===== src/hw/rtl/pcc_pkg.sv =====
package pcc_pkg;

  // item command codes
  typedef enum logic [1:0] {
    CMD_TICK  = 2'd0,
    CMD_WRITE = 2'd1,
    CMD_READ  = 2'd2,
    CMD_NONE  = 2'd3
  } cmd_e;

  // widths fixed by the item and register formats
  localparam int COLOR_W   = 24;
  localparam int INDEX_W   = 8;
  localparam int ACC_W     = 14;
  localparam int RATE_W    = 15;
  localparam int SETUP_W   = 33;
  localparam int CFG_IDX_W = 3;

  // number of ranges that own a setup register
  localparam int SETUP_REGS = 4;

  // setup register field positions
  localparam int SETUP_EN_BIT  = 0;
  localparam int SETUP_REV_BIT = 1;
  localparam int SETUP_LOW_LSB = 2;
  localparam int SETUP_HIGH_LSB = 10;
  localparam int SETUP_RATE_LSB = 18;

  // one full step of the accumulator, also the rate ceiling
  localparam logic [RATE_W-1:0] STEP_ONE = 15'h4000;

  typedef struct packed {
    cmd_e                 cmd;
    logic [INDEX_W-1:0]   entry_index;
    logic [COLOR_W-1:0]   entry_color;
  } item_t;

  typedef struct packed {
    logic [COLOR_W-1:0]   read_color;
    logic                 palette_changed;
  } result_t;

  // accumulator update handed back to the sequencer
  typedef struct packed {
    logic [ACC_W-1:0]     acc;
    logic                 stepped;
  } step_t;

endpackage


===== src/hw/rtl/pcc_acc_step.sv =====
module pcc_acc_step import pcc_pkg::*; (
  input  logic [ACC_W-1:0]  acc_i,
  input  logic [RATE_W-1:0] rate_i,
  output step_t             step_o
);

  logic [RATE_W-1:0] rate_lim;
  logic [RATE_W-1:0] sum;

  // clamp rate to one full step
  assign rate_lim = (rate_i > STEP_ONE) ? STEP_ONE : rate_i;

  // sum stays below 2 * 0x4000, so the top bit is the step flag
  assign sum = RATE_W'({1'b0, acc_i}) + rate_lim;

  // dropping the top bit takes 0x4000 off when it stepped
  assign step_o.acc     = sum[ACC_W-1:0];
  assign step_o.stepped = sum[ACC_W];

endmodule

===== config.mk =====
export PLATFORM = sky130hd
export DESIGN_NAME = pcc_acc_step
export DESIGN_NICKNAME = d
export VERILOG_FILES = /design/src/hw/rtl/pcc_pkg.sv /design/src/hw/rtl/pcc_acc_step.sv
export SDC_FILE = /design/constraint.sdc
export NUM_CORES = 1
export LEC_CHECK = 0
export ABC_CLOCK_PERIOD_IN_PS = 4200
export BUFFER_PORTS_ARGS = -buffer_cell sky130_fd_sc_hd__buf_2
export CAP_MARGIN = 20
export CORE_MARGIN = 2
export CORE_UTILIZATION = 43
export DETAILED_ROUTE_END_ITERATION = 6
export GPL_TIMING_DRIVEN = 0
export PLACE_DENSITY = 0.82
export SYNTH_ARGS = -nofsm -noshare
export SYNTH_HDL_FRONTEND = slang
export SYNTH_SLANG_ARGS = --single-unit

===== constraint.sdc =====
create_clock -name vclk -period 4.2
set_input_delay 1.26 -clock vclk [all_inputs]
set_output_delay 1.26 -clock vclk [all_outputs]
set_load 0.005 [all_outputs]

==> key figures, run 1 <==
Outcome
  – Status: finished with violations
  – Violated checks: setup timing

Global route
  – Gr ovfl total: 0
  – GRT met2 Usage: 47.2%
  – Vias in the first global route: 952
  – Initial antenna violation count: 0
  – GRT Overall Usage: a little under a quarter
  – GRT met3 Usage: 1.57%
  – First-pass GRT wire length: roughly 3.8 mm
  – GRT busiest layer: met2
  – Met1 Use GR: between 20% and 30%
  – Largest net degree at the start of global routing: 10

Final layout
  – Area Overhead vs Synth: 68.7%
  – Sequential cell count: 0
  – Register Area: 0 um^2
  – Fraction of layout cells with a size suffix above 1: between 40 and 50%
  – Nets: approximately 220
  – Antenna Cells: 0
  – Fin cells: between 150 and 200
  – Clock buf count: 0

Yosys
  – Post-Synthesis Cells: around 110
  – Post-Syn Nets: ~160
  – Largest family of logic cells by synthesized area: compound AO/OA/AOI/OAI gates
  – Simple-gate area share of the yosys netlist: 30.7%
  – Syn_area_per_cell: 6.73 um^2
  – Adder-cell share of the synthesized area: around a quarter
  – Synth cell types: 28
  – Xor/xnor cell area share of the yosys netlist: 9.14%
  – Multiplexer share of the synthesized area: 0%
  – Compound-Gate Fraction of Synth Area: between 30% and 40%
  – Mapped cell area: about 770 um^2
  – Yosys warns: 0
  – Register area share after synthesis: 0%

Power and ir drop
  – VDD IR-drop max: about 0.000085 V
  – Combinational fraction of design power: 100.0%
  – Clock network fraction of total power: 0%
  – Static leakage: just over 0.6 nW
  – Cell Int Power: between 0.00008 and 0.00009 W
  – Switching portion of total power: between 40% and 50%
  – PD cells: about 140 nW/um^2
  – Psw: approximately 0.000086 W
  – Flop pwr share: 0%
  – Overall power: 0.000175 W

Routing
  – Iter 0 DRT Violations: 16
  – # DRC: 0
  – Post-Route WL: about 2.9 mm
  – Routed vias/inst: 5.43
  – Drt pass-1 iters: 4
  – Routed Antenna Nets: 0
  – Via count: around 1100
  – WL/cell: 14.7 um

Timing
  – Slew margin rel.: between 70% and 80%
  – Min setup slack post-route: -0.419 ns
  – Final setup viols: 10
  – Hold Fails Final Rpt: 0
  – Max-slew violations: 0
  – RSZ-0062 raised after global routing: yes
  – Actual slew at the worst max-slew pin: roughly 0.38 ns
  – Period utilization: 110%
  – Top achievable clock speed: around 220 MHz
  – Period minus WS final: around 4.6 ns

Floorplanning
  – Die Span X: 46.2 um
  – Initial Utilization: roughly 45%
  – Core area: 1710 um^2
  – Row count: 15
  – Io pins: 44
  – Die H: ~46 um
  – DIE AREA: 2140 um^2

Critical path
  – Worst setup SP type: input pin
  – CP required: roughly 3 ns
  – Worst setup EP type: output port
  – Crit-path max FO: 3
  – Arrival time worst endpoint: between 3 and 4 ns
  – Beginning of the critical path: rate_i[3]
  – Crit path kind: input pin to output port

Worst hold path
  – Min-delay src: acc_i[0]
  – Min-delay worst type: input pin to output port

Clock tree
  – CTS Hold Bufs: 0

Placement
  – Final GP Congestion: about 0.8
  – DP Cell Count: roughly 180
  – DP HPWL: approximately 1.8 mm
  – Dpl ws: -0.509 ns
  – Port bufs: 44

Job
  – Max-cap check violation count: 0
-- kinds of logic (layout without fill, tap and decap cells) --
family | Yosys count | after routing
compound gates | 37 | 37
xor+xnor | 8 | 8
simple gates | 47 | 47
fa+ha+maj | 15 | 15
buf+inv | 7 | 62
-- area by class of cell --
class	instances	area [um^2]
multi-input cells	107	871
fillers	123	414
repair buffers	55	358
well taps	25	31.3
inverters	6	22.5
plain buffers	1	11.3
-- power groups by stage --
stage	clock, W	sequential (W)	combinational (W)
6_report	0	0	0.000175
5_1_grt	0	0	0.000191
4_1_cts	0	0	0.000158
3_5_place_dp	0	0	0.000138
3_3_place_gp	0	0	0.000133
2_1_floorplan	0	0	0.0000867
-- worst max-delay path: stages --
cell	delay [ns]
buf_6	0.10
nor4_4	0.27
a41oi_2	0.16
nor2b_1	0.18
ha_1	0.26
o21a_1	0.11
o31a_1	0.12
o21ai_2	0.16
a21oi_2	0.11
o41ai_2	0.33
xnor2_1	0.15
buf_2	0.13
-- cell usage in the layout (no fill, tap or decap), types with 3 or more instances in the layout --
| master | netlist | routed |
|---|---|---|
| buf_2 | 0 | 37 |
| nor2_1 | 17 | 17 |
| ha_1 | 14 | 12 |
| nor2b_1 | 13 | 11 |
| a21oi_1 | 14 | 10 |
| buf_4 | 0 | 10 |
| buf_6 | 0 | 7 |
| xnor2_1 | 7 | 7 |
| nand2_1 | 8 | 6 |
| o21ai_0 | 7 | 6 |
| inv_1 | 6 | 5 |
| a21oi_2 | 1 | 5 |
| nor2b_4 | 1 | 3 |
| nor4_4 | 0 | 3 |
| o21ai_1 | 3 | 3 |
-- per-stage QoR --
stage / utilization, % / area (um^2) / setup TNS [ns] / hold WS (ns)
floorplan: - / 771 / -0.0847 / 2.64
global placement: 59.9 / 1020 / -2.08 / 2.81
detailed placement: 59.9 / 1020 / -2.37 / 2.81
CTS: 70.5 / 1200 / -2.27 / 2.82
global route: 75.8 / 1290 / -3.84 / 2.86
finish: 75.8 / 1290 / -2.77 / 2.85
-- routing by layer --
layer / vias up / part of all wire (%) / wire length (um)
met5: - / 0 / 0
met4: 0 / 3.1 / 89
met3: 8 / 4.4 / 126
met2: 36 / 55 / 1580
met1: 485 / 37 / 1060
li1: 524 / - / -
-- synth_stat cells (2+ instances only) --
library cell | instances | area (um^2)
nor2_1 | 17 | 63.8
a21oi_1 | 14 | 70.1
ha_1 | 14 | 175
nor2b_1 | 13 | 81.3
nand2_1 | 8 | 30.0
o21ai_0 | 7 | 35.0
xnor2_1 | 7 | 61.3
inv_1 | 6 | 22.5
nor4_1 | 3 | 18.8
o21ai_1 | 3 | 15.0
a211oi_1 | 2 | 15.0
nor3_1 | 2 | 10.0
o21a_1 | 2 | 15.0
o41ai_2 | 2 | 32.5
-- final timing paths --
check / endpoint / cells past startpoint
worst max-delay path: step_o[0] / 12
worst min-delay path: step_o[1] / 3
-- what timing repair did --
action                                  4_1_cts  5_1_grt
endpoints found under the setup margin       10       10
pin swaps                                    19       11
resized for setup                            29       11
setup buffers                                 7        4
(Power assumes the default switching activity.)
==> run 2: changes to the inputs <==
--- a/config.mk
+++ b/config.mk
@@ -5,10 +5,10 @@
 export SDC_FILE = /design/constraint.sdc
 export NUM_CORES = 1
 export LEC_CHECK = 0
-export ABC_CLOCK_PERIOD_IN_PS = 4200
+export ABC_CLOCK_PERIOD_IN_PS = 3800
 export BUFFER_PORTS_ARGS = -buffer_cell sky130_fd_sc_hd__buf_2
 export CAP_MARGIN = 20
-export CORE_MARGIN = 2
+export CORE_MARGIN = 3
 export CORE_UTILIZATION = 43
 export DETAILED_ROUTE_END_ITERATION = 6
 export GPL_TIMING_DRIVEN = 0
==> constraint.sdc (replaced) <==
create_clock -name vclk -period 3.8
set_input_delay 1.14 -clock vclk [all_inputs]
set_output_delay 1.14 -clock vclk [all_outputs]
set_load 0.005 [all_outputs]
==> key figures, run 2 (synthesized netlist as in run 1, its figures left out) <==
Placement
  – DP HPWL: 1.88 mm (+2.6%)
  – Final GP Congestion: 0.794 (-0.55%)
  – Port bufs: 44 (unchanged)

Global route
  – GRT Overall Usage: 23.0% (-0.76 points)
  – First-pass GRT wire length: 3.95 mm (+4.4%)
  – Initial antenna violation count: 0 (unchanged)
  – Vias in the first global route: 961 (+0.95%)
  – Gr ovfl total: 0 (unchanged)
  – Largest net degree at the start of global routing: 10 (unchanged)

Final layout
  – Area Overhead vs Synth: 66.2%
  – Filler Cells Inserted: 103 (-16%)
  – Fraction of layout cells with a size suffix above 1: 46.7% (-0.59 points)
  – Antenna Cells: 0 (unchanged)
  – Sequential cell count: 0 (unchanged)
  – Clock buf count: 0 (unchanged)
  – Commonest non-fill, non-tap cells in the layout: buf_2 (37), nor2_1 (16), ha_1 (13)
  – Nets: 215 (unchanged)
  – Register Area: 0 um^2 (unchanged)
  – Most common cell after layout, fill and taps aside: buf_2

Timing
  – Final setup viols: 11 (+1)
  – Period utilization: 117%
  – Min Hold Slack: 2.60 ns (-0.250 ns)
  – RSZ-0062 raised after global routing: yes
  – Period minus WS final: between 4 and 5 ns
  – Slew margin rel.: 72.7% (-1.5 points)
  – Top achievable clock speed: roughly 230 MHz
  – Actual slew at the worst max-slew pin: 0.406 ns (+0.0229 ns)
  – Max-slew violations: 0 (unchanged)
  – Min setup slack post-route: -0.628 ns (-0.209 ns)
  – Hold Fails Final Rpt: 0 (unchanged)

Routing
  – WL met3: 136 um (+7.9%)
  – Met2 Wirelength: 1.52 mm (-3.9%)
  – Via count: 1069 (+1.5%)
  – Post-Route WL: 2.81 mm (-1.5%)
  – WL/cell: 14.5 um (-1.0%)
  – Routed Antenna Nets: 0 (unchanged)
  – Max layer used: met4
  – Routed vias/inst: 5.54 (+2.0%)
  – Drt pass-1 iters: 4 (unchanged)
  – # DRC: 0 (unchanged)
  – Iter 0 DRT Violations: 20 (+4)
  – M1 WL: 1.10 mm (+3.8%)

Outcome
  – Violated checks: setup timing
  – Status: finished with violations

Clock tree
  – CTS Hold Bufs: 0 (unchanged)

Critical path
  – Crit path kind: input pin to output port
  – CP required: 2.66 ns (-0.28 ns)
  – Worst path bufs/invs: 2 (unchanged)
  – Worst path slowest cell: o41ai_2
  – Delay-heaviest family, CP: compound AO/OA/AOI/OAI gates
  – Crit-path max FO: 3 (unchanged)
  – Worst setup EP type: output port
  – Worst setup SP type: input pin
  – CP Cell Sequence: buf_6 -> nor4_4 -> a41oi_2 -> nor2b_2 -> ha_1 -> o21a_1 -> o31a_1 -> o21ai_2 -> a21oi_2 -> o41ai_2 -> xnor2_1 -> buf_2
  – Arrival time worst endpoint: 3.29 ns (-0.07 ns)
  – Max incr delay on CP: 0.33 ns (about the same)

Floorplanning
  – DIE AREA: 2330 um^2 (+8.8%)
  – Die H: 48.2 um (+4.3%)
  – Initial Utilization: 48.1% (+3.2 points)
  – Die Span X: 48.2 um (+4.3%)
  – Row count: 14 (-1)
  – Core area: 1590 um^2 (-6.7%)
  – Io pins: 44 (unchanged)

Power and ir drop
  – Clock network fraction of total power: 0% (unchanged)
  – Psw: 0.0000935 W (+8.6%)
  – PD cells: 148 nW/um^2 (+9.7%)
  – Switching portion of total power: 49.4% (+0.21 points)
  – Flop pwr share: 0% (unchanged)
  – Combinational fraction of design power: 100.0% (about the same)
  – Cell Int Power: 0.0000958 W (+7.6%)
  – Static leakage: 0.606 nW (-0.59%)
  – Overall power: 0.000189 W (+8.1%)
  – VDD IR-drop max: 0.0000995 V (+17%)

Worst hold path
  – Min-delay worst type: input pin to output port

Job
  – Max-cap check violation count: 0 (unchanged)
-- run 2: cell counts in the layout (fill, tap and decap cells not counted) --
No cell type changed its count.
-- run 2: timing repair --
action	4_1_cts	5_1_grt
setup endpoints to repair	11	11
setup buffers	9	2
pin swaps	20	7
gates resized for setup	26	7
-- run 2: worst paths after layout --
path | startpoint | endpoint | slack [ns] | depth (start not counted)
max | rate_i[8] | step_o[0] | -0.63 | 12
min | acc_i[0] | step_o[1] | 2.60 | 3
-- run 2: layer usage --
| metal | GRT usage [%] | vias to the layer above |
|---|---|---|
| met5 | 0 | - |
| met4 | 4.30 | 0 |
| met3 | 1.48 | 6 |
| met2 | 45.3 | 43 |
| li1 | - | 525 |
| met1 | 26.6 | 495 |
-- run 2: through the flow --
stage / area [um^2] / setup slack, ns / TNS [ns] / instances / utilization, %
after global routing: 1270 / -0.741 / -6.23 / 193 / 80.0
after global placement: 1030 / -0.655 / -3.86 / 182 / 64.8
after detailed placement: 1030 / -0.682 / -4.30 / 182 / 64.8
after floorplan: 783 / -0.202 / -0.623 / 114 / -
after CTS: 1230 / -0.586 / -3.88 / 191 / 77.1
final: 1270 / -0.628 / -5.01 / 193 / 80.0
-- run 2: tightest hold or removal path: cells and delay by family --
family / cells / cell delay (ns)
buffers and inverters: 2 / 0.20
adders and majority gates: 1 / 0.12
-- run 2: power by group through the flow --
stage          clock network, W  registers, W   logic, W
2_1_floorplan                 0             0  0.0000973
4_1_cts                       0             0   0.000176
3_5_place_dp                  0             0   0.000153
5_1_grt                       0             0   0.000208
6_report                      0             0   0.000189
3_3_place_gp                  0             0   0.000149
-- run 2: final cells by class --
class                           count  area, um^2  share of cell area (%)
Timing Repair Buffer               55         354                    27.8
Inverter                            6        22.5                    1.77
Tap cell                           24        30.0                    2.36
Multi-Input combinational cell    107         853                    66.9
Buffer                              1        15.0                    1.18
